===== src/acp_pkg.sv =====
// Shared types, tables and round functions for the AES-128 CBC PKCS7 block.
package acp_pkg;

    localparam int BLOCK_W   = 128;
    localparam int WORD_W    = 64;
    localparam int COUNT_W   = 5;
    localparam int ROUND_W   = 4;
    localparam int NUM_ROUNDS = 10;
    localparam int QUEUE_DEPTH = 2;
    localparam logic [COUNT_W-1:0] FULL_BYTES = 5'd16;
    localparam logic [7:0] PAD_FULL = 8'h10;

    localparam logic [2:0] REG_KEY_HIGH = 3'd0;
    localparam logic [2:0] REG_KEY_LOW  = 3'd1;
    localparam logic [2:0] REG_IV_HIGH  = 3'd2;
    localparam logic [2:0] REG_IV_LOW   = 3'd3;
    localparam logic [2:0] REG_MODE     = 3'd4;

    typedef struct packed {
        logic [WORD_W-1:0]  block_high;
        logic [WORD_W-1:0]  block_low;
        logic [COUNT_W-1:0] byte_count;
        logic               first_block;
        logic               last_block;
    } acp_in_t;

    typedef struct packed {
        logic [WORD_W-1:0]  out_high;
        logic [WORD_W-1:0]  out_low;
        logic [COUNT_W-1:0] valid_bytes;
        logic               pad_error;
        logic               last_result;
    } acp_out_t;

    typedef struct packed {
        logic [BLOCK_W-1:0] data;
        logic               first;
        logic               decrypt;
        logic               last;
        logic               check;
    } acp_job_t;

    typedef struct packed {
        logic [BLOCK_W-1:0] key;
        logic [BLOCK_W-1:0] iv;
        logic               decrypt;
    } acp_cfg_t;

    localparam logic [7:0] SBOX [0:255] = '{
        8'h63,8'h7c,8'h77,8'h7b,8'hf2,8'h6b,8'h6f,8'hc5,8'h30,8'h01,8'h67,8'h2b,8'hfe,8'hd7,8'hab,8'h76,
        8'hca,8'h82,8'hc9,8'h7d,8'hfa,8'h59,8'h47,8'hf0,8'had,8'hd4,8'ha2,8'haf,8'h9c,8'ha4,8'h72,8'hc0,
        8'hb7,8'hfd,8'h93,8'h26,8'h36,8'h3f,8'hf7,8'hcc,8'h34,8'ha5,8'he5,8'hf1,8'h71,8'hd8,8'h31,8'h15,
        8'h04,8'hc7,8'h23,8'hc3,8'h18,8'h96,8'h05,8'h9a,8'h07,8'h12,8'h80,8'he2,8'heb,8'h27,8'hb2,8'h75,
        8'h09,8'h83,8'h2c,8'h1a,8'h1b,8'h6e,8'h5a,8'ha0,8'h52,8'h3b,8'hd6,8'hb3,8'h29,8'he3,8'h2f,8'h84,
        8'h53,8'hd1,8'h00,8'hed,8'h20,8'hfc,8'hb1,8'h5b,8'h6a,8'hcb,8'hbe,8'h39,8'h4a,8'h4c,8'h58,8'hcf,
        8'hd0,8'hef,8'haa,8'hfb,8'h43,8'h4d,8'h33,8'h85,8'h45,8'hf9,8'h02,8'h7f,8'h50,8'h3c,8'h9f,8'ha8,
        8'h51,8'ha3,8'h40,8'h8f,8'h92,8'h9d,8'h38,8'hf5,8'hbc,8'hb6,8'hda,8'h21,8'h10,8'hff,8'hf3,8'hd2,
        8'hcd,8'h0c,8'h13,8'hec,8'h5f,8'h97,8'h44,8'h17,8'hc4,8'ha7,8'h7e,8'h3d,8'h64,8'h5d,8'h19,8'h73,
        8'h60,8'h81,8'h4f,8'hdc,8'h22,8'h2a,8'h90,8'h88,8'h46,8'hee,8'hb8,8'h14,8'hde,8'h5e,8'h0b,8'hdb,
        8'he0,8'h32,8'h3a,8'h0a,8'h49,8'h06,8'h24,8'h5c,8'hc2,8'hd3,8'hac,8'h62,8'h91,8'h95,8'he4,8'h79,
        8'he7,8'hc8,8'h37,8'h6d,8'h8d,8'hd5,8'h4e,8'ha9,8'h6c,8'h56,8'hf4,8'hea,8'h65,8'h7a,8'hae,8'h08,
        8'hba,8'h78,8'h25,8'h2e,8'h1c,8'ha6,8'hb4,8'hc6,8'he8,8'hdd,8'h74,8'h1f,8'h4b,8'hbd,8'h8b,8'h8a,
        8'h70,8'h3e,8'hb5,8'h66,8'h48,8'h03,8'hf6,8'h0e,8'h61,8'h35,8'h57,8'hb9,8'h86,8'hc1,8'h1d,8'h9e,
        8'he1,8'hf8,8'h98,8'h11,8'h69,8'hd9,8'h8e,8'h94,8'h9b,8'h1e,8'h87,8'he9,8'hce,8'h55,8'h28,8'hdf,
        8'h8c,8'ha1,8'h89,8'h0d,8'hbf,8'he6,8'h42,8'h68,8'h41,8'h99,8'h2d,8'h0f,8'hb0,8'h54,8'hbb,8'h16
    };

    localparam logic [7:0] RCON [0:9] = '{
        8'h01,8'h02,8'h04,8'h08,8'h10,8'h20,8'h40,8'h80,8'h1b,8'h36
    };

    typedef logic [7:0] byte_table_t [0:255];

    function automatic byte_table_t build_inv();
        byte_table_t t;
        for (int i = 0; i < 256; i++)
        begin
            t[SBOX[i]] = 8'(i);
        end
        return t;
    endfunction

    localparam byte_table_t INV_SBOX = build_inv();

    function automatic logic [7:0] get_byte(input logic [BLOCK_W-1:0] s, input int i);
        return s[BLOCK_W-1-8*i -: 8];
    endfunction

    function automatic logic [7:0] xt(input logic [7:0] a);
        return {a[6:0], 1'b0} ^ (a[7] ? 8'h1b : 8'h00);
    endfunction

    function automatic logic [BLOCK_W-1:0] enc_round(input logic [BLOCK_W-1:0] s,
                                                     input logic [BLOCK_W-1:0] rk,
                                                     input logic fin);
        logic [7:0] t [0:15];
        logic [7:0] a0, a1, a2, a3;
        logic [BLOCK_W-1:0] o;
        for (int i = 0; i < 16; i++)
        begin
            t[i] = SBOX[get_byte(s, (i % 4) + 4 * (((i / 4) + (i % 4)) % 4))];
        end
        for (int c = 0; c < 4; c++)
        begin
            a0 = t[4*c]; a1 = t[4*c+1]; a2 = t[4*c+2]; a3 = t[4*c+3];
            if (!fin)
            begin
                t[4*c]   = xt(a0) ^ xt(a1) ^ a1 ^ a2 ^ a3;
                t[4*c+1] = a0 ^ xt(a1) ^ xt(a2) ^ a2 ^ a3;
                t[4*c+2] = a0 ^ a1 ^ xt(a2) ^ xt(a3) ^ a3;
                t[4*c+3] = xt(a0) ^ a0 ^ a1 ^ a2 ^ xt(a3);
            end
        end
        for (int i = 0; i < 16; i++)
        begin
            o[BLOCK_W-1-8*i -: 8] = t[i] ^ get_byte(rk, i);
        end
        return o;
    endfunction

    function automatic logic [7:0] m9(input logic [7:0] a);
        return xt(xt(xt(a))) ^ a;
    endfunction

    function automatic logic [7:0] m11(input logic [7:0] a);
        return xt(xt(xt(a))) ^ xt(a) ^ a;
    endfunction

    function automatic logic [7:0] m13(input logic [7:0] a);
        return xt(xt(xt(a))) ^ xt(xt(a)) ^ a;
    endfunction

    function automatic logic [7:0] m14(input logic [7:0] a);
        return xt(xt(xt(a))) ^ xt(xt(a)) ^ xt(a);
    endfunction

    function automatic logic [BLOCK_W-1:0] dec_round(input logic [BLOCK_W-1:0] s,
                                                     input logic [BLOCK_W-1:0] rk,
                                                     input logic mix);
        logic [7:0] t [0:15];
        logic [7:0] a0, a1, a2, a3;
        logic [BLOCK_W-1:0] o;
        for (int i = 0; i < 16; i++)
        begin
            t[(i % 4) + 4 * (((i / 4) + (i % 4)) % 4)] = INV_SBOX[get_byte(s, i)];
        end
        for (int i = 0; i < 16; i++)
        begin
            t[i] = t[i] ^ get_byte(rk, i);
        end
        for (int c = 0; c < 4; c++)
        begin
            a0 = t[4*c]; a1 = t[4*c+1]; a2 = t[4*c+2]; a3 = t[4*c+3];
            if (mix)
            begin
                t[4*c]   = m14(a0) ^ m11(a1) ^ m13(a2) ^ m9(a3);
                t[4*c+1] = m9(a0) ^ m14(a1) ^ m11(a2) ^ m13(a3);
                t[4*c+2] = m13(a0) ^ m9(a1) ^ m14(a2) ^ m11(a3);
                t[4*c+3] = m11(a0) ^ m13(a1) ^ m9(a2) ^ m14(a3);
            end
        end
        for (int i = 0; i < 16; i++)
        begin
            o[BLOCK_W-1-8*i -: 8] = t[i];
        end
        return o;
    endfunction

    function automatic logic [BLOCK_W-1:0] key_step(input logic [BLOCK_W-1:0] k,
                                                    input logic [7:0] rc);
        logic [31:0] tw, w0, w1, w2, w3;
        tw = {SBOX[k[23:16]] ^ rc, SBOX[k[15:8]], SBOX[k[7:0]], SBOX[k[31:24]]};
        w0 = k[127:96] ^ tw;
        w1 = k[95:64] ^ w0;
        w2 = k[63:32] ^ w1;
        w3 = k[31:0] ^ w2;
        return {w0, w1, w2, w3};
    endfunction

endpackage


===== src/acp_queue.sv =====
// Two-entry job queue between front end and cipher back end.
module acp_queue (
    input  logic               clk,
    input  logic               rst_n,
    input  logic               wr,
    input  acp_pkg::acp_job_t  wr_data,
    output logic               q_full,
    input  logic               rd,
    output acp_pkg::acp_job_t  rd_data,
    output logic               q_empty
);
    import acp_pkg::*;

    acp_job_t   mem [QUEUE_DEPTH];
    logic       wp_reg, rp_reg;
    logic [1:0] cnt_reg;

    assign q_full  = (cnt_reg == 2'(QUEUE_DEPTH));
    assign q_empty = (cnt_reg == 2'd0);
    assign rd_data = mem[rp_reg];

    always_ff @(posedge clk)
    begin
        if (wr && !q_full)
        begin
            mem[wp_reg] <= wr_data;
        end
    end

    always_ff @(posedge clk or negedge rst_n)
    begin
        if (!rst_n)
        begin
            wp_reg  <= 1'b0;
            rp_reg  <= 1'b0;
            cnt_reg <= 2'd0;
        end
        else
        begin
            if (wr && !q_full)
            begin
                wp_reg <= ~wp_reg;
            end
            if (rd && !q_empty)
            begin
                rp_reg <= ~rp_reg;
            end
            cnt_reg <= cnt_reg + 2'((wr && !q_full) ? 1 : 0) - 2'((rd && !q_empty) ? 1 : 0);
        end
    end

endmodule


===== config.mk =====
export PLATFORM = sky130hd
export DESIGN_NAME = acp_queue
export DESIGN_NICKNAME = d
export VERILOG_FILES = /design/src/acp_pkg.sv /design/src/acp_queue.sv
export SDC_FILE = /design/constraint.sdc
export NUM_CORES = 1
export LEC_CHECK = 0
export ABC_CLOCK_PERIOD_IN_PS = 7800
export BUFFER_PORTS_ARGS = -buffer_cell sky130_fd_sc_hd__clkbuf_2
export CORE_AREA = 2 2 140 142
export CTS_BUF_LIST = sky130_fd_sc_hd__clkbuf_4 sky130_fd_sc_hd__clkbuf_8
export DETAILED_ROUTE_END_ITERATION = 8
export DIE_AREA = 0 0 142 144
export PLACE_DENSITY = 0.8
export SYNTH_ARGS = -nofsm -noshare
export SYNTH_HDL_FRONTEND = slang
export SYNTH_SLANG_ARGS = --single-unit

===== constraint.sdc =====
create_clock -name clk -period 7.8 [get_ports clk]
set_clock_uncertainty 0.05 [all_clocks]
set_input_delay 0.39 -clock clk [delete_from_list [all_inputs] [get_ports clk]]
set_output_delay 0.39 -clock clk [all_outputs]
set_load 0.02 [all_outputs]

# [Word level (Yosys, flattened, before mapping)]
# Memory sizes are Yosys's and may differ from the RTL's.
# Cells that the tools add are included.
[op_classes] add_sub_neg=2 eq_ne=1 muxes=4 n_bitwise=2 reduce_logical=5
[op_table] operator="2-to-1 mux 1 bit" count=4
[op_table] operator="adder 2 x 1 -> 2 bit" count=1
[op_table] operator="equality test 2 bit (second input constant)" count=1
[op_table] operator="logical AND 1 bit" count=2
[op_table] operator="zero test 1 bit" count=2
[op_table] operator="zero test 2 bit" count=1
[op_table] operator="inverter 1 bit" count=2
[op_table] operator="subtractor 2 x 1 -> 2 bit" count=1
[word_totals] regBits=4 ramBits=264 inputBits=136 output_inout_bits=134 wordCells=18 n_memories=1
[mem_list] name="mem" depth=2 word_bits=132 rd=1 rd_ports_with_merged_regs=0 wr=1 line="acp_queue.sv:14" source="acp_job_t mem [QUEUE_DEPTH];"

# [Longest topological paths before layout]
# Gate-level depths: netlist of the first run.
[depth] depth_word=6 ltp_mapped=7 ltp_nobuf=7

# [Least setup slack after synthesis of the first run]
# Ideal clock, no wire load.
[synth_path] path_type="register to register" from="register cnt_reg[1]" to="memory mem[0][0] (netlist name) (enable)" setup_time_ps=625 arrival_ps=6079 t_required_ps=7125 setup_slack_ps=1047 path_stages_with_launch=4 n_path_buf=0 synth_period_minus_slack_ps=6753 cell_sequence="dfrtp_1 nand2b_1 nand2_1 nor2_1"
[synth_via] elab_chain_len=5
[synth_rtl] item="start, declared" line="acp_queue.sv:16" source="logic [1:0] cnt_reg;"
[synth_rtl] item="start signal, assigned" line="acp_queue.sv:48" source="cnt_reg <= cnt_reg + 2'((wr && !q_full) ? 1 : 0) - 2'((rd && !q_empty) ? 1 : 0);"
[synth_rtl] item="equality test 2 bit" line="acp_queue.sv:18" source="assign q_full = (cnt_reg == 2'(QUEUE_DEPTH));"
[synth_rtl] item="zero test 1 bit" line="acp_queue.sv:24" source="if (wr && !q_full)"
[synth_rtl] item="logical AND 1 bit" line="acp_queue.sv:24"
[synth_rtl] item="2-to-1 mux 1 bit" line="acp_queue.sv:24"
[synth_rtl] item="2-to-1 mux 1 bit (not written as such)" line="acp_queue.sv:26" source="mem[wp_reg] <= wr_data;"
[synth_rtl] item="end, declared" line="acp_queue.sv:14"
# No other way between the ends.

==> results of run 1 <==
==> power groups by stage <==
stage | Combinational (mW) | Clock, mW | Sequential (mW)
after global placement | 1.60 | 0 | 2.14
after floorplan | 1.26 | 0 | 2.11
after global routing | 1.78 | 1.25 | 2.16
after CTS | 1.69 | 1.18 | 2.14
after detailed placement | 1.63 | 0 | 2.16
final | 1.69 | 1.16 | 2.13
==> final cells by class <==
type	instances	area (sq um)	area share, %
sequential	268	8030	58.7
antenna	2	5.00	0.0366
tap	238	298	2.18
clock buffer	61	752	5.50
inverter	2	7.51	0.0549
clock inverter	14	83.8	0.613
multi-input combinational	144	1850	13.5
timing repair buffer	400	2650	19.4
==> critical path, cell delays in order (launching register included) <==
cell and delay, ns:
dfrtp_4 1.09, buf_4 0.99, mux2_2 0.43, clkbuf_2 0.16
==> per-stage QoR <==
stage	cell area, sq um	utilization (%)	worst slack, ns	hold slack (ns)
floorplan	10000	-	1.05	0.0444
global placement	11600	60.6	4.70	0.147
detailed placement	11600	60.6	4.63	0.155
CTS	13700	71.6	4.04	0.00138
global route	13700	71.7	3.88	0.00172
finish	13700	71.7	4.06	0.0362
==> cell usage in the layout, fill, tap and decap left out, drive strengths merged, types with 3 or more instances in the layout <==
cell,netlist,final
clkbuf,0,330
edfxtp,264,264
mux2,132,132
dlygate4sd3,0,127
clkinv,0,13
buf,15,4
dfrtp,4,4
xnor2,3,3
==> routing by layer <==
metal  share of wire [%]  up-vias  GRT usage [%]
met5                   0        -              0
met4                 2.0        0           6.21
met3                 6.7       39           5.43
met2                  53      238           36.2
met1                  38     2765           22.6
li1                    -     2579              -
==> what timing repair did <==
item / in CTS / in global routing
hold buffers: 126 / 1
endpoints found under the hold margin: 252 / 2
resized for setup: 0 / 0
==> path summary, 6_finish.rpt <==
| path | start | to | slack, ns | cells past startpoint |
|---|---|---|---|---|
| min in group asynchronous | rst_n | wp_reg | 0.17 | 2 |
| max in group asynchronous | rst_n | rp_reg | 7.38 | 2 |
| setup reg to reg | cnt_reg[1] | mem[1][121] | 5.11 | 3 |
| hold reg to reg | cnt_reg[1] | cnt_reg[1] | 0.46 | 1 |
| setup / recovery | rp_reg | rd_data[33] | 4.06 | 3 |
| hold / removal | wr_data[81] | mem[0][81] | 0.04 | 1 |
==> cell families after synthesis <==
logic type                 count (synthesis)
adders and majority gates                  2
buffers and inverters                     17
muxes                                    132
xor gates and xnor gates                   4
and+or+nand+nor                            6
DFF                                      268
==> results.py, run 1 <==
metrics = {
    "status": {
        "status": "finished, final reports clean",
    },
    "finish": {
        "n_fill_cell": 1086,
        "finalNonFillerCells": 1129,
        "largest_reg_flops": 264,
        "drive_above_1_share_pct": 53.3,
        "nNetsFinal": 996,
        "syn_to_final_growth_pct": 36.7,
    },
    "timing": {
        "rsz0062_at_grt": "no",
        "setup_violations": 0,
        "finalCriticalPeriod_ns": 3.74,
        "fmax_mhz": 267,
        "tns_ns": 0,
        "hold_viol": 0,
        "period_share_pct": 47.9,
        "maxSlewHeadroom_pct": 24.2,
        "worst_pin_slew_ns": 1.14,
        "slew_violations": 0,
    },
    "synth": {
        "post-synth-top-count-cell": "edfxtp_1",
        "synth_area_per_cell_sq_um": 23.3,
        "synthAdderAreaFrac_pct": 0.250,
        "yosys.area_share.simple_pct": 0.300,
        "ys_ff_latch": 268,
        "synth_edf_count": 264,
        "synth_mux_area_share_pct": 17.5,
        "synth_top_area_share_pct": 79.2,
        "synth_top_family_by_area": "multiplexers",
        "ys_top_cells_by_count": "edfxtp_1 (264), mux2_4 (70), mux2_2 (62)",
        "synthFlopType": "edfxtp_1",
        "synth-compound-area-share_pct": 0,
        "syn_inst": 429,
        "synth_area_sq_um": 10000,
        "synthXorXnorAreaFrac_pct": 0.350,
        "synth_fp_nets": 567,
        "synth_cell_type_count": 15,
        "ys_seq_area_share_pct": 80.2,
        "synth.area.top_cells": "edfxtp_1 (79%), mux2_4 (11%), mux2_2 (7.0%)",
        "synth_top_cell_by_area": "edfxtp_1",
        "synth_warnings": 0,
        "synth-async-reset-ratio_pct": 1.49,
    },
    "routing": {
        "drc_errors": 0,
        "vias": 5621,
        "viasPerCell": 4.98,
        "wirelength_um": 21100,
        "final_antenna_net_count": 0,
        "wire_per_inst_um": 18.7,
        "drt_iter0_markers": 336,
        "drtPass1Iterations": 4,
    },
    "placement": {
        "place_congestion": 0.732,
        "place_inst": 925,
        "hpwl_um": 12000,
        "port_buffers": 269,
    },
    "grt": {
        "antenna_found_initial": 2,
        "grt_max_degree": 79,
        "grt_overflow": 0,
        "track_usage_pct": 19.7,
        "grt_pass1_wl_um": 30800,
        "grt_pass1_vias": 5982,
    },
    "floorplanning": {
        "fp.dieArea_sq_um": 20400,
        "io_pins": 270,
        "die_y_um": 144,
        "core_sq_um": 19100,
        "die_x_um": 142,
        "start_util_pct": 52.4,
        "rows": 51,
    },
    "cts": {
        "clk_latency_ns": 0.52,
        "ctsRootBufferMaster": "clkbuf_8",
        "cts_buffers": 42,
        "clock_sink_count": 268,
        "cts_htree_levels": 2,
        "cts_buffer_depth": 3,
        "clk_pin_slew_ns": 0.05,
        "cts_tree": "yes",
        "post_cts_buffers": 0,
    },
    "pwr": {
        "p_sw_share_pct": 32.7,
        "ir_drop_uv": 260,
        "p_leak_nw": 5.49,
        "finalPower_mw": 4.98,
        "internal_power_mw": 3.35,
        "p_switching_mw": 1.63,
        "combPwrFrac_pct": 33.9,
        "p_per_area_nw_per_um2": 364,
        "pwr-share-seq_pct": 42.8,
        "pwr-share-clk_pct": 23.3,
    },
    "worst_setup_path": {
        "cp_max_fo": 68,
        "worstPathArrival_ns": 3.30,
        "cp_data_required_time_ns": 7.36,
        "critPathLaunchType": "register",
        "path_class": "reg2out",
        "end_kind": "output pin",
    },
    "flow_run": {
        "max_cap_violations": 0,
    },
    "worst_hold_path": {
        "hp-class": "in2reg",
    },
}
No activity file was read; power rests on OpenSTA's default activity.
==> run 2: changes to the inputs <==
==> config.mk (replaced) <==
export PLATFORM = sky130hd
export DESIGN_NAME = acp_queue
export DESIGN_NICKNAME = d
export VERILOG_FILES = /design/src/acp_pkg.sv /design/src/acp_queue.sv
export SDC_FILE = /design/constraint.sdc
export NUM_CORES = 1
export LEC_CHECK = 0
export ABC_CLOCK_PERIOD_IN_PS = 3200
export BUFFER_PORTS_ARGS = -buffer_cell sky130_fd_sc_hd__clkbuf_2
export CORE_AREA = 2 2 146 148
export CTS_BUF_LIST = sky130_fd_sc_hd__clkbuf_4 sky130_fd_sc_hd__clkbuf_8
export DETAILED_ROUTE_END_ITERATION = 8
export DIE_AREA = 0 0 148 150
export PLACE_DENSITY = 0.78
export SYNTH_ARGS = -nofsm -noshare
export SYNTH_HDL_FRONTEND = slang
export SYNTH_SLANG_ARGS = --single-unit
==> constraint.sdc (replaced) <==
create_clock -name clk -period 3.2 [get_ports clk]
set_clock_uncertainty 0.05 [all_clocks]
set_input_delay 0.16 -clock clk [delete_from_list [all_inputs] [get_ports clk]]
set_output_delay 0.16 -clock clk [all_outputs]
set_load 0.02 [all_outputs]
==> run 2 against run 1 <==
  * Critical path depth unchanged
  * Final cell count up 3.3%
  * Critical path type unchanged
  * Largest cell class unchanged
  * Register-to-register slack got worse by 3.8 ns
  * Cell area is 1.0% higher
  * Flip-flop and latch count unchanged
  * Via count shrank 0.53%
  * First-iteration DRC count decreased by 2.4%
  * Worst setup slack lost 3.3 ns
==> results.py, run 2 (same netlist as run 1, synthesis figures left out) <==
metrics = {
    "placement": {
        "place_congestion": 0.749,
        "hpwl_um": 12100,
        "port_buffers": 269,
    },
    "worst_hold_path": {
        "hp-class": "in2reg",
        "min_to": "mem[0][56]",
        "min_from": "wr_data[56]",
        "hold_path_depth": 2,
    },
    "finish": {
        "nNetsFinal": 1007,
        "final_cell_mix": "clkbuf_2 (269), edfxtp_1 (264), dlygate4sd3_1 (136)",
        "largest_reg_flops": 264,
        "final_common_cell": "clkbuf_2",
        "n_antenna_cell": 0,
        "drive_above_1_share_pct": 53.1,
        "syn_to_final_growth_pct": 38.1,
        "final_util_pct": 66.8,
    },
    "pwr": {
        "p_switching_mw": 3.93,
        "combPwrFrac_pct": 35.4,
        "pwr-share-seq_pct": 42.3,
        "p_per_area_nw_per_um2": 872,
        "p_sw_share_pct": 32.6,
        "pwr-share-clk_pct": 22.3,
        "p_leak_nw": 5.52,
        "finalPower_mw": 12.0,
        "internal_power_mw": 8.11,
        "ir_drop_uv": 818,
    },
    "grt": {
        "grt_pass1_vias": 6152,
        "antenna_found_initial": 0,
        "track_usage_pct": 18.4,
        "grt_pass1_wl_um": 31600,
        "grt_overflow": 0,
        "grt_max_degree": 133,
        "met2_usage_pct": 32.7,
        "grt_busiest_layer": "met2",
        "grtUsageMet3_pct": 4.88,
        "grt_util_met1_pct": 21.5,
    },
    "worst_setup_path": {
        "r2r_cells": 3,
        "reg2reg_from": "cnt_reg[0]",
        "cp_data_required_time_ns": 2.99,
        "critPathBufInv": 2,
        "cpLargestDelayFamily": "flip-flops",
        "reg2reg_to": "mem[1][59]",
        "worstPathArrival_ns": 2.26,
        "rrSetupSlack_ns": 1.33,
        "critPathMaxStageDelay_ns": 0.76,
        "path_cells": "buf_12 > mux2_2 > clkbuf_2",
        "path_class": "reg2out",
        "cp_max_fo": 59,
        "end_kind": "output pin",
        "critPathLaunchType": "register",
        "slowest_stage": "dfrtp_4",
    },
    "timing": {
        "hold_viol": 0,
        "tns_ns": 0,
        "setup_violations": 0,
        "worst_pin_slew_ns": 0.804,
        "maxSlewHeadroom_pct": 46.4,
        "finalCriticalPeriod_ns": 2.47,
        "period_share_pct": 77.2,
        "rsz0062_at_grt": "no",
        "fmax_mhz": 405,
        "slew_violations": 0,
    },
    "cts": {
        "cts_htree_levels": 2,
        "clk_pin_slew_ns": 0.06,
        "cts_buffers": 43,
        "ctsRootBufferMaster": "clkbuf_8",
        "post_cts_buffers": 0,
        "cts_tree": "yes",
        "clk_latency_ns": 0.52,
        "clock_sink_count": 268,
        "cts_buffer_depth": 3,
    },
    "routing": {
        "drtPass1Iterations": 4,
        "final_antenna_net_count": 0,
        "vias": 5591,
        "wire_per_inst_um": 18.0,
        "drc_errors": 0,
        "viasPerCell": 4.80,
        "drt_iter0_markers": 328,
        "wirelength_um": 21000,
    },
    "floorplanning": {
        "fp.dieArea_sq_um": 22200,
        "core_sq_um": 20700,
        "die_y_um": 150,
        "die_x_um": 148,
        "rows": 53,
        "io_pins": 270,
        "start_util_pct": 48.4,
    },
    "flow_run": {
        "max_cap_violations": 0,
    },
    "status": {
        "status": "finished, final reports clean",
    },
}
[run 2: cell types whose count changed in the layout (fill, tap and decap cells not counted)]
cell           before  now
bufinv_16           1    0
clkbuf_4           14   18
buf_12              0    5
clkbuf_8           47   45
clkinv_2            4    1
dlygate4sd3_1     127  136
buf_4               4    0
clkinv_1            9    3
diode_2             2    0
[run 2: worst register-to-register path: stages (launching register included)]
cell	delay [ns]
dfrtp_1	0.37
nand2b_1	0.17
and3_4	0.21
buf_12	0.51
[run 2: layout make-up]
| type | count | area (sq um) |
|---|---|---|
| sequential | 268 | 8030 |
| fill | 1372 | 6880 |
| timing repair buffer | 410 | 2810 |
| multi-input combinational | 144 | 1850 |
| clock buffer | 63 | 754 |
| tap | 275 | 344 |
| clock inverter | 4 | 16.3 |
| inverter | 2 | 7.51 |
[run 2: worst max-delay path by stage]
stage | startpoint | to | slack, ns | cells past startpoint
final | rp_reg | rd_data[24] | 0.73 | 3
after global routing | rp_reg | rd_data[23] | 0.61 | 3
after CTS | rp_reg | rd_data[3] | 0.68 | 3
after detailed placement | rp_reg | rd_data[3] | 1.26 | 3
after global placement | rp_reg | rd_data[126] | 1.31 | 3
after floorplan | cnt_reg[1] | mem[0][0] | 0.15 | 3
[run 2: timing repair]
action                                 4_1_cts  5_1_grt
hold buffers                               136        0
endpoints found under the hold margin      270        0
resized for setup                            0        0
[run 2: stage by stage]
step	setup slack, ns	area (sq um)	hold WS (ns)	instances
after floorplan	0.147	10000	-0.186	429
after global placement	1.31	11700	-0.0786	963
after detailed placement	1.26	11700	-0.0757	963
after CTS	0.681	13800	0.283	1166
after global routing	0.608	13800	0.290	1166
final	0.728	13800	0.320	1166
[run 2: layer usage]
metal	share of wire (%)	wire [um]	vias up
met5	0	0	-
met4	2.3	486	0
met3	6.9	1440	45
met2	52	10900	229
met1	39	8240	2740
li1	-	-	2577
[run 2: power groups by stage]
stage | registers, mW | clock network, mW | logic (mW)
finish | 5.10 | 2.68 | 4.27
global route | 5.17 | 2.92 | 4.49
CTS | 5.10 | 2.75 | 4.27
detailed placement | 5.17 | 0 | 4.12
global placement | 5.10 | 0 | 4.06
floorplan | 5.04 | 0 | 3.07
