**src/acp_pkg.sv**
```systemverilog
// Shared types, tables and round functions for the AES-128 CBC PKCS7 block.
package acp_pkg;

    localparam int BLOCK_W   = 128;
    localparam int WORD_W    = 64;
    localparam int COUNT_W   = 5;
    localparam int ROUND_W   = 4;
    localparam int NUM_ROUNDS = 10;
    localparam int QUEUE_DEPTH = 2;
    localparam logic [COUNT_W-1:0] FULL_BYTES = 5'd16;
    localparam logic [7:0] PAD_FULL = 8'h10;

    localparam logic [2:0] REG_KEY_HIGH = 3'd0;
    localparam logic [2:0] REG_KEY_LOW  = 3'd1;
    localparam logic [2:0] REG_IV_HIGH  = 3'd2;
    localparam logic [2:0] REG_IV_LOW   = 3'd3;
    localparam logic [2:0] REG_MODE     = 3'd4;

    typedef struct packed {
        logic [WORD_W-1:0]  block_high;
        logic [WORD_W-1:0]  block_low;
        logic [COUNT_W-1:0] byte_count;
        logic               first_block;
        logic               last_block;
    } acp_in_t;

    typedef struct packed {
        logic [WORD_W-1:0]  out_high;
        logic [WORD_W-1:0]  out_low;
        logic [COUNT_W-1:0] valid_bytes;
        logic               pad_error;
        logic               last_result;
    } acp_out_t;

    typedef struct packed {
        logic [BLOCK_W-1:0] data;
        logic               first;
        logic               decrypt;
        logic               last;
        logic               check;
    } acp_job_t;

    typedef struct packed {
        logic [BLOCK_W-1:0] key;
        logic [BLOCK_W-1:0] iv;
        logic               decrypt;
    } acp_cfg_t;

    localparam logic [7:0] SBOX [0:255] = '{
        8'h63,8'h7c,8'h77,8'h7b,8'hf2,8'h6b,8'h6f,8'hc5,8'h30,8'h01,8'h67,8'h2b,8'hfe,8'hd7,8'hab,8'h76,
        8'hca,8'h82,8'hc9,8'h7d,8'hfa,8'h59,8'h47,8'hf0,8'had,8'hd4,8'ha2,8'haf,8'h9c,8'ha4,8'h72,8'hc0,
        8'hb7,8'hfd,8'h93,8'h26,8'h36,8'h3f,8'hf7,8'hcc,8'h34,8'ha5,8'he5,8'hf1,8'h71,8'hd8,8'h31,8'h15,
        8'h04,8'hc7,8'h23,8'hc3,8'h18,8'h96,8'h05,8'h9a,8'h07,8'h12,8'h80,8'he2,8'heb,8'h27,8'hb2,8'h75,
        8'h09,8'h83,8'h2c,8'h1a,8'h1b,8'h6e,8'h5a,8'ha0,8'h52,8'h3b,8'hd6,8'hb3,8'h29,8'he3,8'h2f,8'h84,
        8'h53,8'hd1,8'h00,8'hed,8'h20,8'hfc,8'hb1,8'h5b,8'h6a,8'hcb,8'hbe,8'h39,8'h4a,8'h4c,8'h58,8'hcf,
        8'hd0,8'hef,8'haa,8'hfb,8'h43,8'h4d,8'h33,8'h85,8'h45,8'hf9,8'h02,8'h7f,8'h50,8'h3c,8'h9f,8'ha8,
        8'h51,8'ha3,8'h40,8'h8f,8'h92,8'h9d,8'h38,8'hf5,8'hbc,8'hb6,8'hda,8'h21,8'h10,8'hff,8'hf3,8'hd2,
        8'hcd,8'h0c,8'h13,8'hec,8'h5f,8'h97,8'h44,8'h17,8'hc4,8'ha7,8'h7e,8'h3d,8'h64,8'h5d,8'h19,8'h73,
        8'h60,8'h81,8'h4f,8'hdc,8'h22,8'h2a,8'h90,8'h88,8'h46,8'hee,8'hb8,8'h14,8'hde,8'h5e,8'h0b,8'hdb,
        8'he0,8'h32,8'h3a,8'h0a,8'h49,8'h06,8'h24,8'h5c,8'hc2,8'hd3,8'hac,8'h62,8'h91,8'h95,8'he4,8'h79,
        8'he7,8'hc8,8'h37,8'h6d,8'h8d,8'hd5,8'h4e,8'ha9,8'h6c,8'h56,8'hf4,8'hea,8'h65,8'h7a,8'hae,8'h08,
        8'hba,8'h78,8'h25,8'h2e,8'h1c,8'ha6,8'hb4,8'hc6,8'he8,8'hdd,8'h74,8'h1f,8'h4b,8'hbd,8'h8b,8'h8a,
        8'h70,8'h3e,8'hb5,8'h66,8'h48,8'h03,8'hf6,8'h0e,8'h61,8'h35,8'h57,8'hb9,8'h86,8'hc1,8'h1d,8'h9e,
        8'he1,8'hf8,8'h98,8'h11,8'h69,8'hd9,8'h8e,8'h94,8'h9b,8'h1e,8'h87,8'he9,8'hce,8'h55,8'h28,8'hdf,
        8'h8c,8'ha1,8'h89,8'h0d,8'hbf,8'he6,8'h42,8'h68,8'h41,8'h99,8'h2d,8'h0f,8'hb0,8'h54,8'hbb,8'h16
    };

    localparam logic [7:0] RCON [0:9] = '{
        8'h01,8'h02,8'h04,8'h08,8'h10,8'h20,8'h40,8'h80,8'h1b,8'h36
    };

    typedef logic [7:0] byte_table_t [0:255];

    function automatic byte_table_t build_inv();
        byte_table_t t;
        for (int i = 0; i < 256; i++)
        begin
            t[SBOX[i]] = 8'(i);
        end
        return t;
    endfunction

    localparam byte_table_t INV_SBOX = build_inv();

    function automatic logic [7:0] get_byte(input logic [BLOCK_W-1:0] s, input int i);
        return s[BLOCK_W-1-8*i -: 8];
    endfunction

    function automatic logic [7:0] xt(input logic [7:0] a);
        return {a[6:0], 1'b0} ^ (a[7] ? 8'h1b : 8'h00);
    endfunction

    function automatic logic [BLOCK_W-1:0] enc_round(input logic [BLOCK_W-1:0] s,
                                                     input logic [BLOCK_W-1:0] rk,
                                                     input logic fin);
        logic [7:0] t [0:15];
        logic [7:0] a0, a1, a2, a3;
        logic [BLOCK_W-1:0] o;
        for (int i = 0; i < 16; i++)
        begin
            t[i] = SBOX[get_byte(s, (i % 4) + 4 * (((i / 4) + (i % 4)) % 4))];
        end
        for (int c = 0; c < 4; c++)
        begin
            a0 = t[4*c]; a1 = t[4*c+1]; a2 = t[4*c+2]; a3 = t[4*c+3];
            if (!fin)
            begin
                t[4*c]   = xt(a0) ^ xt(a1) ^ a1 ^ a2 ^ a3;
                t[4*c+1] = a0 ^ xt(a1) ^ xt(a2) ^ a2 ^ a3;
                t[4*c+2] = a0 ^ a1 ^ xt(a2) ^ xt(a3) ^ a3;
                t[4*c+3] = xt(a0) ^ a0 ^ a1 ^ a2 ^ xt(a3);
            end
        end
        for (int i = 0; i < 16; i++)
        begin
            o[BLOCK_W-1-8*i -: 8] = t[i] ^ get_byte(rk, i);
        end
        return o;
    endfunction

    function automatic logic [7:0] m9(input logic [7:0] a);
        return xt(xt(xt(a))) ^ a;
    endfunction

    function automatic logic [7:0] m11(input logic [7:0] a);
        return xt(xt(xt(a))) ^ xt(a) ^ a;
    endfunction

    function automatic logic [7:0] m13(input logic [7:0] a);
        return xt(xt(xt(a))) ^ xt(xt(a)) ^ a;
    endfunction

    function automatic logic [7:0] m14(input logic [7:0] a);
        return xt(xt(xt(a))) ^ xt(xt(a)) ^ xt(a);
    endfunction

    function automatic logic [BLOCK_W-1:0] dec_round(input logic [BLOCK_W-1:0] s,
                                                     input logic [BLOCK_W-1:0] rk,
                                                     input logic mix);
        logic [7:0] t [0:15];
        logic [7:0] a0, a1, a2, a3;
        logic [BLOCK_W-1:0] o;
        for (int i = 0; i < 16; i++)
        begin
            t[(i % 4) + 4 * (((i / 4) + (i % 4)) % 4)] = INV_SBOX[get_byte(s, i)];
        end
        for (int i = 0; i < 16; i++)
        begin
            t[i] = t[i] ^ get_byte(rk, i);
        end
        for (int c = 0; c < 4; c++)
        begin
            a0 = t[4*c]; a1 = t[4*c+1]; a2 = t[4*c+2]; a3 = t[4*c+3];
            if (mix)
            begin
                t[4*c]   = m14(a0) ^ m11(a1) ^ m13(a2) ^ m9(a3);
                t[4*c+1] = m9(a0) ^ m14(a1) ^ m11(a2) ^ m13(a3);
                t[4*c+2] = m13(a0) ^ m9(a1) ^ m14(a2) ^ m11(a3);
                t[4*c+3] = m11(a0) ^ m13(a1) ^ m9(a2) ^ m14(a3);
            end
        end
        for (int i = 0; i < 16; i++)
        begin
            o[BLOCK_W-1-8*i -: 8] = t[i];
        end
        return o;
    endfunction

    function automatic logic [BLOCK_W-1:0] key_step(input logic [BLOCK_W-1:0] k,
                                                    input logic [7:0] rc);
        logic [31:0] tw, w0, w1, w2, w3;
        tw = {SBOX[k[23:16]] ^ rc, SBOX[k[15:8]], SBOX[k[7:0]], SBOX[k[31:24]]};
        w0 = k[127:96] ^ tw;
        w1 = k[95:64] ^ w0;
        w2 = k[63:32] ^ w1;
        w3 = k[31:0] ^ w2;
        return {w0, w1, w2, w3};
    endfunction

endpackage

```
**src/acp_front.sv**
```systemverilog
// Front end: accepts input beats, applies encrypt padding and issues cipher jobs.
module acp_front (
    input  logic               clk,
    input  logic               rst_n,
    input  logic               push,
    output logic               full,
    input  acp_pkg::acp_in_t   item,
    input  logic               decrypt,
    output logic               q_push,
    output acp_pkg::acp_job_t  q_data,
    input  logic               q_full
);
    import acp_pkg::*;

    logic               pend_reg, pend_next;
    logic               take;
    logic [COUNT_W-1:0] cnt;
    logic [7:0]         pad_val;
    logic [BLOCK_W-1:0] padded;
    logic               short_last;
    acp_job_t           job_a, job_pad;

    assign full = pend_reg || q_full;
    assign take = push && !full;

    always_comb
    begin
        cnt = (item.byte_count > FULL_BYTES) ? FULL_BYTES : item.byte_count;
        pad_val = 8'(FULL_BYTES - cnt);
        short_last = item.last_block && (cnt < FULL_BYTES);
        padded = {item.block_high, item.block_low};
        for (int i = 0; i < 16; i++)
        begin
            if (short_last && (5'(i) >= cnt))
            begin
                padded[BLOCK_W-1-8*i -: 8] = pad_val;
            end
        end
        job_a.data    = decrypt ? {item.block_high, item.block_low} : padded;
        job_a.first   = item.first_block;
        job_a.decrypt = decrypt;
        job_a.last    = decrypt ? item.last_block : short_last;
        job_a.check   = decrypt && item.last_block;
        job_pad.data    = {16{PAD_FULL}};
        job_pad.first   = 1'b0;
        job_pad.decrypt = 1'b0;
        job_pad.last    = 1'b1;
        job_pad.check   = 1'b0;
        q_push = take || (pend_reg && !q_full);
        q_data = pend_reg ? job_pad : job_a;
        pend_next = pend_reg;
        if (pend_reg && !q_full)
        begin
            pend_next = 1'b0;
        end
        else if (take && !decrypt && item.last_block && !short_last)
        begin
            pend_next = 1'b1;
        end
    end

    always_ff @(posedge clk or negedge rst_n)
    begin
        if (!rst_n)
        begin
            pend_reg <= 1'b0;
        end
        else
        begin
            pend_reg <= pend_next;
        end
    end

endmodule

```
**config.mk**
```make
export PLATFORM = sky130hd
export DESIGN_NAME = acp_front
export DESIGN_NICKNAME = d
export VERILOG_FILES = /design/src/acp_pkg.sv /design/src/acp_front.sv
export SDC_FILE = /design/constraint.sdc
export NUM_CORES = 1
export LEC_CHECK = 0
export BUFFER_PORTS_ARGS = -buffer_cell sky130_fd_sc_hd__buf_4
export CAP_MARGIN = 15
export CORE_AREA = 2 2 105 107
export DETAILED_ROUTE_END_ITERATION = 10
export DIE_AREA = 0 0 107 109
export PLACE_DENSITY = 0.65
export SETUP_SLACK_MARGIN = 0.2
export SLEW_MARGIN = 25
export SYNTH_ARGS = -nofsm -noshare
export SYNTH_HDL_FRONTEND = slang
export SYNTH_SLANG_ARGS = --single-unit
```
**constraint.sdc**
```tcl
create_clock -name clk -period 3.5 [get_ports clk]
set_input_delay 0.7 -clock clk [delete_from_list [all_inputs] [get_ports clk]]
set_output_delay 0.7 -clock clk [all_outputs]
set_load 0.01 [all_outputs]
```
======== Word-level counts from Yosys, hierarchy flattened ========
Index checks and enable logic that the tools add are counted.
word-level totals
  flip-flop bits (word level) ............. 1
  input port bits ......................... 140
  output and inout bits ................... 134
  logic and storage cells ................. 72
cells by class
  add/sub/neg operators ................... 1
  order comparisons ....................... 18
  multiplexer cells ....................... 22
  reduce and logical (&&, ||, !) cells .... 30
operator list
  operator                                               number
  two-way mux 132 bit                                    1
  two-way mux 128 bit                                    1
  two-way mux 8 bit                                      16
  >= comparator 4 x 5 -> 1 bit (first input constant)    8
  logical AND 1 bit                                      23
  >= comparator 3 x 5 -> 1 bit (first input constant)    4
  >= comparator 1 x 5 -> 1 bit (first input constant)    2
  >= comparator 2 x 5 -> 1 bit (first input constant)    2
  subtractor 5 x 5 -> 6 bit (first input constant)       1
  greater-than comparator 5 bit (second input constant)  1
  < comparator 5 bit (second input constant)             1
  two-way mux 5 bit                                      1
  zero test 1 bit                                        4
  two-way mux 1 bit                                      3
  logical OR 1 bit                                       2
  nonzero test 2 bit                                     1

======== Longest topological paths before layout ========
Gate-level depths: netlist of the first run.
  depth after elaboration ................. 8
  gate-level depth with buffers ........... 11
  gate-level depth less buffers ........... 9

======== Worst setup path before layout of the first run ========
OpenSTA, ideal clock, no wires.
  path kind ............................... input port to output port
  start point ............................. in item[3] (netlist name)
  end point ............................... out q_data[125] (netlist name)
  arrival time ............................ 2.629 ns
  required time ........................... 2.800 ns
  path slack .............................. 0.171 ns
  stages .................................. 11
  buffers on the path ..................... 2
  cells stage by stage .................... clkbuf_1 nor2b_1 inv_1 ha_1 clkbuf_1 o21a_1 ha_1 nor4bb_1 a31oi_1 mux2i_1 nor2_1
RTL lines
  element      RTL line         source
  from (decl)  acp_front.sv:7   input acp_pkg::acp_in_t item,
  to (decl)    acp_front.sv:10  output acp_pkg::acp_job_t q_data,

==> reports/results.env, run 1 <==
WORST_HOLD_SLACK_NS=0.477
CP.BUFFERS_INVERTERS=3
DIE_H_UM=109
GROUTE.USAGE.OVERALL_PCT=19.9
FF2FF_SETUP_SLACK_NS=2.19
DRTPASS1ITERATIONS=4
R2R_CELLS=2
SYN-INSTANCE-COUNT=319
WORSTSETUPENDPOINTTYPE='primary output'
CRIT_REQUIRED_NS=2.80
SYNTH_AREA_PER_CELL_UM2=5.91
RUN_STATUS='completed'
POSTSYNTHNETCOUNT=462
INITIAL_UTILIZATION_PCT=17.8
R2R_START='pend_reg'
FMAX_GHz=0.310
CRITICAL_PATH.REG2REG.ENDPOINT='pend_reg'
DRT-TOTAL-WL_UM=13000
PLACE.DETAILED.INSTANCES=731
CLOCK_PIN_SLEW_OF_THE_REGISTERS_ON_THE_WORST_CASE_SETUP_AND_HOLD_PATHS_NS=0
COMBINATIONAL_FAMILY_WITH_THE_MOST_AREA_AFTER_SYNTHESIS='simple AND/OR/NAND/NOR gates'
REPORT.FINAL.SETUP_VIOL=0
MAX_SLEW.WORST_PIN.SLEW_NS=0.682
MAX_STAGE_DELAY_NS=0.87
POSTLAYOUTCOREUTIL_PCT=40.1
WORST_HOLD_PATH_TYPE='in -> async'
RSZ0062_AT_GRT='no'
DRT_FIRST_ITER_VIOLATIONS=224
MAX-VDD-IR-DROP_mV=0.0672
ASYNCSETRESETFLOPFRACSYNTH_PCT=100
GP_CONGESTION=0.823
FINAL_COMMON_CELL='buf_4'
YS_TYPES=48
PLACE_WORST_SETUP_SLACK_NS=0.0259
CRITPATHLAUNCHTYPE='input port'
YOSYS.AREA_SHARE.XOR_XNOR_PCT=0.464
GRT_PASS1_WL_UM=18300
MULTI_INPUT_COMB_AREA_UM2=1770
CRITICAL_PATH.MOST_COMMON_CELL='buf_4'
DESIGN.DIE.AREA_UM2=11700
LARGEST_REGISTER_FF_COUNT=1
AREA_GROWTH_FROM_SYNTHESIS_TO_LAYOUT_PCT=125
DIE_WIDTH_UM=107
POWER-PER-CELL-AREA_nW_PER_UM2=154
DESIGN_AREA_UM2=4250
POST_SYNTH_INSTANCE_AREA_UM2=1890
LAYOUT_CELL_SHARE_WITH_DRIVE_STRENGTH_BEYOND_1_PCT=54.7
SEQUENTIAL_CELL_AREA_IN_THE_FINAL_LAYOUT_UM2=26.3
N_FILL_CELL=1099
PORTBUFFERS=273
CRIT_TYPE='in -> out'
MIN_PERIOD_OVER_PERIOD_PCT=92.2
LARGEST_DELAY_CONTRIBUTOR_FAMILY_ON_THE_CRITICAL_PATH='simple AND/OR/NAND/NOR gates'
PLACEMENT_ROW_COUNT=38
GRT_MAX_DEGREE=35
LAYOUT_MIN_CYCLE_TIME_NS=3.23
SYNTH_COMPOUND_AREA_SHARE_PCT=29.2
FINALPOWER_uW=655
NUM_IO_PINS=274
YS_WARN_COUNT=0
MOST_USED_FLIP_FLOP_CELL_AFTER_SYNTHESIS='dfrtp_1'
FINAL.SETUP.WORST_SLACK_NS=0.274
INITIAL_ANTENNA_VIOLATION_COUNT=0
CTSHOLDBUFFERS=0
SKEW_NS=0
GRT_PASS1_VIAS=3369
TOTAL_GRT_OVERFLOW=0
SYNTHSIMPLEGATEAREAFRAC_PCT=47.3
INSERTION_DELAY_NS=0
FINALNONFILLERCELLS=731
SYNTH-ADDER-AREA-SHARE_PCT=1.99
NUM_ANTENNA_CELLS=0
WORSTPATHMAXFANOUT=15
INSTANCE_AREA_AT_PLACEMENT_UM2=4210
WIRE_PER_INST_UM=17.8
TOTAL_LEAKAGE_POWER_nW=2.38
FINAL_MAX_SLEW_VIOL_COUNT=0
SYNTH-SEQ-AREA-SHARE_PCT=1.33
PATH_CELLS='buf_4 > buf_4 > or4b_2 > a21oi_2 > nand2_1 > a21oi_1 > buf_4'
NUMBER_OF_ENABLE_FLIP_FLOP_CELLS_AFTER_SYNTHESIS=0
MOST-COMMON-LAYOUT-CELLS='buf_4, nand2_1, and3_1'
TIMING.MAX_SLEW.REL_SLACK_PCT=54.5
ENDPOINTS_FAILING_HOLD=0
CORE_AREA_UM2=10600
TOTAL_OF_FLIP_FLOPS_PLUS_LATCHES_AFTER_SYNTHESIS=1
DRT_DRC_VIOLATIONS_LEFT=0
ANTENNA_LEFT=0
PLACE.DETAILED.HPWL_UM=10600
CRITPATHSLOWESTCELL='or4b_2'
FIN_SETUP_TNS_NS=0
NETS=736
POST_DETAILED_ROUTE_VIA_TO_CELL_RATIO=4.86
MAX_CAP_CHECK_VIOLATION_COUNT=0
POST_SYNTH_MUX_AREA_SHARE_PCT=11.9
VIAS=3556
WP_DATA_ARRIVAL_NS=2.53
[cell families after synthesis]
family          count (synthesis)
compound gates                 81
xor+xnor                        1
fa+ha+maj                       3
buf+inv                        37
flops                           1
mux                            22
simple gates                  174
[per-layer routing]
metal  share of wire (%)  up-vias  track usage, %
met1                  39     1668            24.1
met2                  52      193            39.0
met5                   0        -               0
met3                 7.5        4            2.21
met4                0.70        0            1.95
li1                    -     1691               -
[how the worst max path moves through the flow]
stage / endpoint / cells after the start / start / slack, ns
after detailed placement: q_data[125] / 11 / item[6] / 0.03
after global routing: q_data[125] / 11 / item[6] / 0.20
after CTS: q_data[125] / 11 / item[2] / 0.22
after global placement: q_data[125] / 11 / item[6] / 0.12
final: q_data[84] / 7 / item[6] / 0.27
after floorplan: q_data[40] / 8 / item[3] / 0.24
[worst register-to-register path: stages (launching register included)]
cell and delay, ns:
dfrtp_2 0.63, or2_2 0.41, o21ai_0 0.17
[timing repair]
action / in CTS / in global routing
buffers inserted: 0 / 0
gates resized for setup: 4 / 3
pin swaps: 0 / 0
endpoints found under the setup margin: 5 / 9
[where the power goes]
part	internal, mW	switching, mW	total (mW)
Sequential	0.0122	0.00470	0.0169
Combinational	0.347	0.291	0.638
Clock	0	0	0
Total	0.360	0.296	0.655
[area by class of cell]
type | instances | area share, %
inverter | 11 | 0.972
sequential | 1 | 0.618
timing repair buffer | 298 | 52.7
tap | 140 | 4.12
multi-input combinational | 281 | 41.6
[synth_stat cells, drive strengths merged (2+ instances only)]
cell type,count,area (um^2)
o311ai,2,17.5
a31o,5,43.8
o21a,7,60.1
inv,11,41.3
nor3,3,15.0
o31ai,4,40.0
nor2,34,128
nand3,8,40.0
nand2,59,221
nor2b,7,43.8
a21o,2,15.0
o21ai,9,45.0
nand2b,3,18.8
and2,7,43.8
o221a,2,22.5
clkbuf,18,67.6
ha,3,37.5
o211ai,16,120
mux2i,21,210
buf,8,37.5
a31oi,2,12.5
a21oi,28,144
and3,39,244
nor4bb,2,20.0
(Power assumes the default switching activity.)
==> inputs of run 2 (changes only) <==
--- a/config.mk
+++ b/config.mk
@@ -5,14 +5,14 @@
 export SDC_FILE = /design/constraint.sdc
 export NUM_CORES = 1
 export LEC_CHECK = 0
+export ABC_AREA = 1
 export BUFFER_PORTS_ARGS = -buffer_cell sky130_fd_sc_hd__buf_4
 export CAP_MARGIN = 15
-export CORE_AREA = 2 2 105 107
+export CORE_AREA = 2 2 107 109
 export DETAILED_ROUTE_END_ITERATION = 10
-export DIE_AREA = 0 0 107 109
+export DIE_AREA = 0 0 109 111
 export PLACE_DENSITY = 0.65
 export SETUP_SLACK_MARGIN = 0.2
-export SLEW_MARGIN = 25
 export SYNTH_ARGS = -nofsm -noshare
 export SYNTH_HDL_FRONTEND = slang
 export SYNTH_SLANG_ARGS = --single-unit
==> run 2 against run 1 <==
Routed wire length grew 5.0%; critical endpoint is now q_data[24]; total power decreased by 0.14%; critical path depth increased by 4; die area grew 3.7%.
==> reports/results.env, run 2 <==
RUN_STATUS='completed'
DRT-TOTAL-WL_UM=13600  # +5.0%
WIRE_PER_INST_UM=16.0  # -10%
FMAX_GHz=0.314  # +1.3%
MOST-COMMON-LAYOUT-CELLS='buf_4, nand2_1, nor2_1'
CRIT_REQUIRED_NS=2.80  # about the same
FINAL.SETUP.WORST_SLACK_NS=0.315  # +0.0411 ns
TOTAL_OF_FLIP_FLOPS_PLUS_LATCHES_AFTER_SYNTHESIS=1  # unchanged
GROUTE.USAGE.OVERALL_PCT=20.7  # +0.77 points
NETLIST.AREA_LEADER.SHARE_PCT=20.7  # +7.8 points
ASYNCSETRESETFLOPFRACSYNTH_PCT=100  # unchanged
TOTAL_GRT_OVERFLOW=0  # unchanged
FIN_SETUP_TNS_NS=0  # unchanged
POSTSYNTHNETCOUNT=591  # +28%
INSERTION_DELAY_NS=0  # unchanged
LAYOUT_CELL_SHARE_WITH_DRIVE_STRENGTH_BEYOND_1_PCT=44.8  # -9.8 points
NETS=857  # +16%
MIN_PERIOD_OVER_PERIOD_PCT=91.0  # -1.2 points
VIAS=3784  # +6.4%
SKEW_NS=0  # unchanged
TOTAL_LEAKAGE_POWER_nW=2.60  # +9.1%
CRIT_TYPE='in -> out'
WORST_HOLD_PATH_TYPE='in -> async'
POSTLAYOUTCOREUTIL_PCT=38.5  # -1.6 points
PLACE.DETAILED.HPWL_UM=11100  # +4.0%
LARGEST_REGISTER_FF_COUNT=1  # unchanged
PLACE.DETAILED.INSTANCES=854  # +17%
GP_CONGESTION=0.791  # -3.9%
CRITPATHLAUNCHTYPE='input port'
YOSYSMOSTFREQUENTCELL='nand2_1'
PORTBUFFERS=273  # unchanged
DRT_DRC_VIOLATIONS_LEFT=0  # unchanged
FINALNONFILLERCELLS=855  # +17%
TIMING.MAX_SLEW.REL_SLACK_PCT=63.0  # +8.5 points
MAX_CAP_CHECK_VIOLATION_COUNT=0  # unchanged
PLACE_WORST_SETUP_SLACK_NS=0.151  # +0.126 ns
LAYOUT_MIN_CYCLE_TIME_NS=3.18  # -0.0411 ns
NUMBER_OF_ENABLE_FLIP_FLOP_CELLS_AFTER_SYNTHESIS=0  # unchanged
POST_SYNTH_INSTANCE_AREA_UM2=2030  # +7.6%
NUM_IO_PINS=274  # unchanged
SYNTH-SEQ-AREA-SHARE_PCT=1.23  # -0.093 points
INITIAL_ANTENNA_VIOLATION_COUNT=0  # unchanged
SYNTH_TOP_CELLS_BY_COUNT='nand2_1, nor2_1, inv_1'
DRT_FIRST_ITER_VIOLATIONS=193  # -14%
GRT_MAX_DEGREE=50  # +43%
AREA_GROWTH_FROM_SYNTHESIS_TO_LAYOUT_PCT=110
INITIAL_UTILIZATION_PCT=18.3  # +0.53 points
GRT_PASS1_WL_UM=19600  # +7.4%
FF2FF_SETUP_SLACK_NS=2.06  # -0.13 ns
CTSHOLDBUFFERS=0  # unchanged
GRT_PASS1_VIAS=3442  # +2.2%
CRIT_START='item[6]'
YS_TYPES=31  # -35%
FINAL_MAX_SLEW_VIOL_COUNT=0  # unchanged
POWER-PER-CELL-AREA_nW_PER_UM2=153  # -0.49%
YS_WARN_COUNT=0  # unchanged
SETUP.WORST_PATH.END='q_data[24]'
DESIGN.DIE.AREA_UM2=12100  # +3.7%
MAX_SLEW.WORST_PIN.SLEW_NS=0.555  # -0.128 ns
R2R_CELLS=3  # +1
ANTENNA_LEFT=0  # unchanged
FINALPOWER_uW=654  # -0.14%
MAX_STAGE_DELAY_NS=0.30  # -0.57 ns
DIE_H_UM=111  # +1.8%
ENDPOINTS_FAILING_HOLD=0  # unchanged
CORE_AREA_UM2=11100  # +4.5%
PLACEMENT_ROW_COUNT=39  # +2.6%
POST_DETAILED_ROUTE_VIA_TO_CELL_RATIO=4.43  # -9.0%
WORSTPATHMAXFANOUT=11  # -4
DRTPASS1ITERATIONS=6  # +2
CRITPATHSLOWESTCELL='ha_2'
SYNTHTOPCELLSBYAREA='nand2_1, nor2_1, inv_1, o21ai_0, nand3_1'
SYNTH_AREA_PER_CELL_UM2=4.53  # -23%
PATH_CELLS='buf_4 > inv_4 > nand2_2 > ha_1 > nand2_1 > nor2_1 > ha_2 > nor2_2 > nand2_1 > nand3_1 > buf_4'
NETLIST.TOP_CELL.BY_AREA='nand2_1'
R2R_START='pend_reg'
MOST_USED_FLIP_FLOP_CELL_AFTER_SYNTHESIS='dfrtp_1'
WORSTSETUPENDPOINTTYPE='primary output'
WP_DATA_ARRIVAL_NS=2.48  # -0.05 ns
REPORT.FINAL.SETUP_VIOL=0  # unchanged
MAX-VDD-IR-DROP_mV=0.0621  # -7.6%
NUM_ANTENNA_CELLS=0  # unchanged
CLOCK_PIN_SLEW_OF_THE_REGISTERS_ON_THE_WORST_CASE_SETUP_AND_HOLD_PATHS_NS=0  # unchanged
FINAL_COMMON_CELL='buf_4'
RSZ0062_AT_GRT='no'
DIE_WIDTH_UM=109  # +1.9%
SYN-INSTANCE-COUNT=448  # +40%
CRITICAL_PATH.REG2REG.ENDPOINT='pend_reg'
[run 2: cell types whose count changed after synthesis, sizes merged, moves of 25 or more]
| cell | previous run | this run |
|---|---|---|
| inv | 11 | 64 |
| nand2 | 59 | 122 |
| and3 | 39 | 0 |
| nor2 | 34 | 115 |
| o21ai | 9 | 45 |
| nand3 | 8 | 33 |
[run 2: layer usage]
| metal | GRT usage, % | vias to the layer above | routed length [um] | part of all wire [%] |
|---|---|---|---|---|
| li1 | - | 1939 | - | - |
| met4 | 2.22 | 0 | 161 | 1.2 |
| met2 | 36.3 | 172 | 6660 | 49 |
| met3 | 2.06 | 8 | 1040 | 7.6 |
| met1 | 27.9 | 1665 | 5790 | 42 |
| met5 | 0 | - | 0 | 0 |
[run 2: worst max-delay path, delay by kind of cell]
kind | cells | cell delay (ns)
simple gates | 6 | 0.82
fa+ha+maj | 2 | 0.55
buf+inv | 3 | 0.42
[run 2: final cells by class]
cell class	instances	area [um^2]
Fill cell	1268	6810
Timing Repair Buffer	283	2120
Multi-Input combinational cell	364	1690
Inverter	64	243
Tap cell	143	179
Sequential cell	1	26.3
[run 2: repair_timing]
| action | in CTS | in global routing |
|---|---|---|
| buffers inserted | 0 | 0 |
| setup endpoints to repair | 9 | 21 |
| gates cloned | 0 | 1 |
| resized for setup | 1 | 5 |
| pin swaps | 0 | 1 |
[run 2: per-stage QoR]
step	instance area [um^2]	hold slack, ns
2_1_floorplan	2030	0.404
3_3_place_gp	4240	0.480
3_5_place_dp	4240	0.481
4_1_cts	4240	0.481
5_1_grt	4260	0.483
6_report	4260	0.480
[run 2: logic make-up after synthesis]
family                     synth area share (%)
and+or+nand+nor                            57.4
AOI/OAI and AO/OA                          22.9
buffers and inverters                      16.6
adders and majority gates                  1.85
DFF                                        1.23
[run 2: how the worst min path moves through the flow]
stage           from  endpoint  slack (ns)  cells after the start
5_1_grt        rst_n  pend_reg        0.48                      1
4_1_cts        rst_n  pend_reg        0.48                      1
2_1_floorplan  rst_n  pend_reg        0.40                      0
6_report       rst_n  pend_reg        0.48                      1
3_3_place_gp   rst_n  pend_reg        0.48                      1
3_5_place_dp   rst_n  pend_reg        0.48                      1
[run 2: where the power goes]
group	switching (mW)	leakage, nW	total (mW)	internal, mW
combinational	0.320	2.59	0.642	0.322
clock	0	0	0	0
sequential	0.000270	0.0121	0.0125	0.0123
==> inputs of run 3 (changes only) <==
--- a/config.mk
+++ b/config.mk
@@ -11,7 +11,7 @@
 export CORE_AREA = 2 2 107 109
 export DETAILED_ROUTE_END_ITERATION = 10
 export DIE_AREA = 0 0 109 111
-export PLACE_DENSITY = 0.65
+export PLACE_DENSITY = 0.64
 export SETUP_SLACK_MARGIN = 0.2
 export SYNTH_ARGS = -nofsm -noshare
 export SYNTH_HDL_FRONTEND = slang
==> run 3 against run 2 <==
Utilization about the same; die area did not move; sequential share of layout area about the same; critical path type unchanged; clock skew did not move.
==> reports/results.env, run 3 (synthesis results as in run 2) <==
INITIAL_ANTENNA_VIOLATION_COUNT=0  # unchanged
WORST_HOLD_SLACK_NS=0.475  # -0.00411 ns
TOTAL_GRT_OVERFLOW=0  # unchanged
ENDPOINTS_FAILING_HOLD=0  # unchanged
R2R_CELLS=3  # unchanged
AREA_GROWTH_FROM_SYNTHESIS_TO_LAYOUT_PCT=110  # about the same
LAYOUT_CELL_SHARE_WITH_DRIVE_STRENGTH_BEYOND_1_PCT=44.4  # -0.37 points
FIN_SETUP_TNS_NS=0  # unchanged
MIN_PERIOD_OVER_PERIOD_PCT=90.8  # -0.20 points
CLOCK_PIN_SLEW_OF_THE_REGISTERS_ON_THE_WORST_CASE_SETUP_AND_HOLD_PATHS_NS=0  # unchanged
GRT_MAX_DEGREE=36  # -28%
MAX_CAP_CHECK_VIOLATION_COUNT=0  # unchanged
GROUTE.USAGE.OVERALL_PCT=20.1  # -0.61 points
PLACE.DETAILED.HPWL_UM=10900  # -1.3%
TOTAL_LEAKAGE_POWER_nW=2.60  # about the same
WIRE_PER_INST_UM=15.4  # -3.7%
DIE_WIDTH_UM=109  # unchanged
SKEW_NS=0  # unchanged
ANTENNA_LEFT=0  # unchanged
CRITICAL_PATH.REG2REG.ENDPOINT='pend_reg'
POWER-PER-CELL-AREA_nW_PER_UM2=152  # -0.68%
GP_CONGESTION=0.767  # -3.1%
POST_DETAILED_ROUTE_VIA_TO_CELL_RATIO=4.40  # -0.55%
GRT_PASS1_WL_UM=19000  # -3.2%
FMAX_GHz=0.315  # +0.21%
MAX-VDD-IR-DROP_mV=0.0665  # +7.0%
CRIT_TYPE='in -> out'
POST_CTS.REPAIR.SETUP_BUFFERS=0  # unchanged
DIE_H_UM=111  # unchanged
FINAL_COMMON_CELL='buf_4'
FF2FF_SETUP_SLACK_NS=1.94  # -0.12 ns
NETS=854  # -0.35%
R2R_START='pend_reg'
DRT_DRC_VIOLATIONS_LEFT=0  # unchanged
DRTPASS1ITERATIONS=4  # -2
CRIT_START='item[6]'
WORSTSETUPENDPOINTTYPE='primary output'
MOST-COMMON-LAYOUT-CELLS='buf_4, nand2_1, nor2_1'
MAX_SLEW.WORST_PIN.SLEW_NS=0.518  # -0.0364 ns
DESIGN.DIE.AREA_UM2=12100  # unchanged
INITIAL_UTILIZATION_PCT=18.3  # unchanged
MULTI_INPUT_COMB_AREA_UM2=1700  # +0.22%
WORST_HOLD_PATH_TYPE='in -> async'
FINAL_MAX_SLEW_VIOL_COUNT=0  # unchanged
LARGEST_REGISTER_FF_COUNT=1  # unchanged
WP_DATA_ARRIVAL_NS=2.48  # about the same
RUN_STATUS='completed'
RSZ0062_AT_GRT='no'
NUM_IO_PINS=274  # unchanged
INSERTION_DELAY_NS=0  # unchanged
CORE_AREA_UM2=11100  # unchanged
CRITPATHLAUNCHTYPE='input port'
DRT_FIRST_ITER_VIOLATIONS=174  # -9.8%
REPORT.FINAL.SETUP_VIOL=0  # unchanged
VIAS=3750  # -0.90%
CRIT_REQUIRED_NS=2.80  # about the same
SEQUENTIAL_CELL_AREA_IN_THE_FINAL_LAYOUT_UM2=26.3  # unchanged
PORTBUFFERS=273  # unchanged
WORSTPATHMAXFANOUT=11  # unchanged
PLACEMENT_ROW_COUNT=39  # unchanged
GRT_PASS1_VIAS=3330  # -3.3%
N_FILL_CELL=1277  # +0.71%
NUM_ANTENNA_CELLS=0  # unchanged
DRT-TOTAL-WL_UM=13100  # -4.0%
TIMING.MAX_SLEW.REL_SLACK_PCT=65.4  # +2.4 points
LAYOUT_MIN_CYCLE_TIME_NS=3.18  # -0.00683 ns
==> run 3: cell types whose count changed in the layout (fill, tap and decap cells not counted), sizes merged <==
| cell | before | now |
|---|---|---|
| buf | 283 | 281 |
| nor2 | 116 | 115 |
==> run 3: area by class of cell <==
cell class                      instances  share of cell area, %
Timing Repair Buffer                  281                   49.8
Multi-Input combinational cell        363                   39.7
Inverter                               64                   5.69
Tap cell                              143                   4.19
Sequential cell                         1                  0.616
==> run 3: worst max-delay path, cell delays in order <==
cell and delay, ns:
buf_4 0.14, inv_4 0.14, nand2_2 0.11, ha_1 0.24
nand2_1 0.14, nor2_1 0.06, ha_1 0.32, nor2_4 0.19
buf_4 0.17, a21oi_1 0.07, nand2_1 0.08, buf_4 0.11
==> run 3: how the worst max path moves through the flow <==
stage | endpoint | slack (ns) | cells after the start
3_3_place_gp | q_data[28] | 0.30 | 12
5_1_grt | q_data[24] | 0.19 | 12
4_1_cts | q_data[56] | 0.22 | 12
6_report | q_data[56] | 0.32 | 12
2_1_floorplan | q_data[16] | 0.61 | 11
3_5_place_dp | q_data[56] | 0.23 | 12
==> run 3: metrics by stage <==
| stage | utilization (%) | instance area, um^2 | setup slack, ns | power (mW) | instances |
|---|---|---|---|---|---|
| 2_1_floorplan | - | 2030 | 0.607 | 0.277 | 448 |
| 5_1_grt | 38.5 | 4270 | 0.190 | 0.708 | 852 |
| 3_3_place_gp | 38.2 | 4230 | 0.302 | 0.651 | 852 |
| 4_1_cts | 38.2 | 4230 | 0.223 | 0.654 | 852 |
| 6_report | 38.5 | 4270 | 0.322 | 0.650 | 852 |
| 3_5_place_dp | 38.2 | 4230 | 0.230 | 0.652 | 852 |
==> run 3: what timing repair did <==
item / CTS / global route
hold buffers: 0 / 0
resized for setup: 0 / 7
setup endpoints to repair: 0 / 24
==> run 3: layer usage <==
metal,GRT usage (%),vias up,part of all wire (%)
met2,35.0,167,49
met4,1.88,0,1.2
li1,-,1930,-
met5,0,-,0
met3,1.88,6,8.0
met1,27.5,1647,42
==> run 3: power breakdown <==
| part | internal (mW) | switching, mW | total, mW | leakage [nW] |
|---|---|---|---|---|
| Sequential | 0.0122 | 0.00238 | 0.0146 | 0.0121 |
| Clock | 0 | 0 | 0 | 0 |
| Combinational | 0.323 | 0.312 | 0.636 | 2.59 |
| Total | 0.335 | 0.315 | 0.650 | 2.60 |
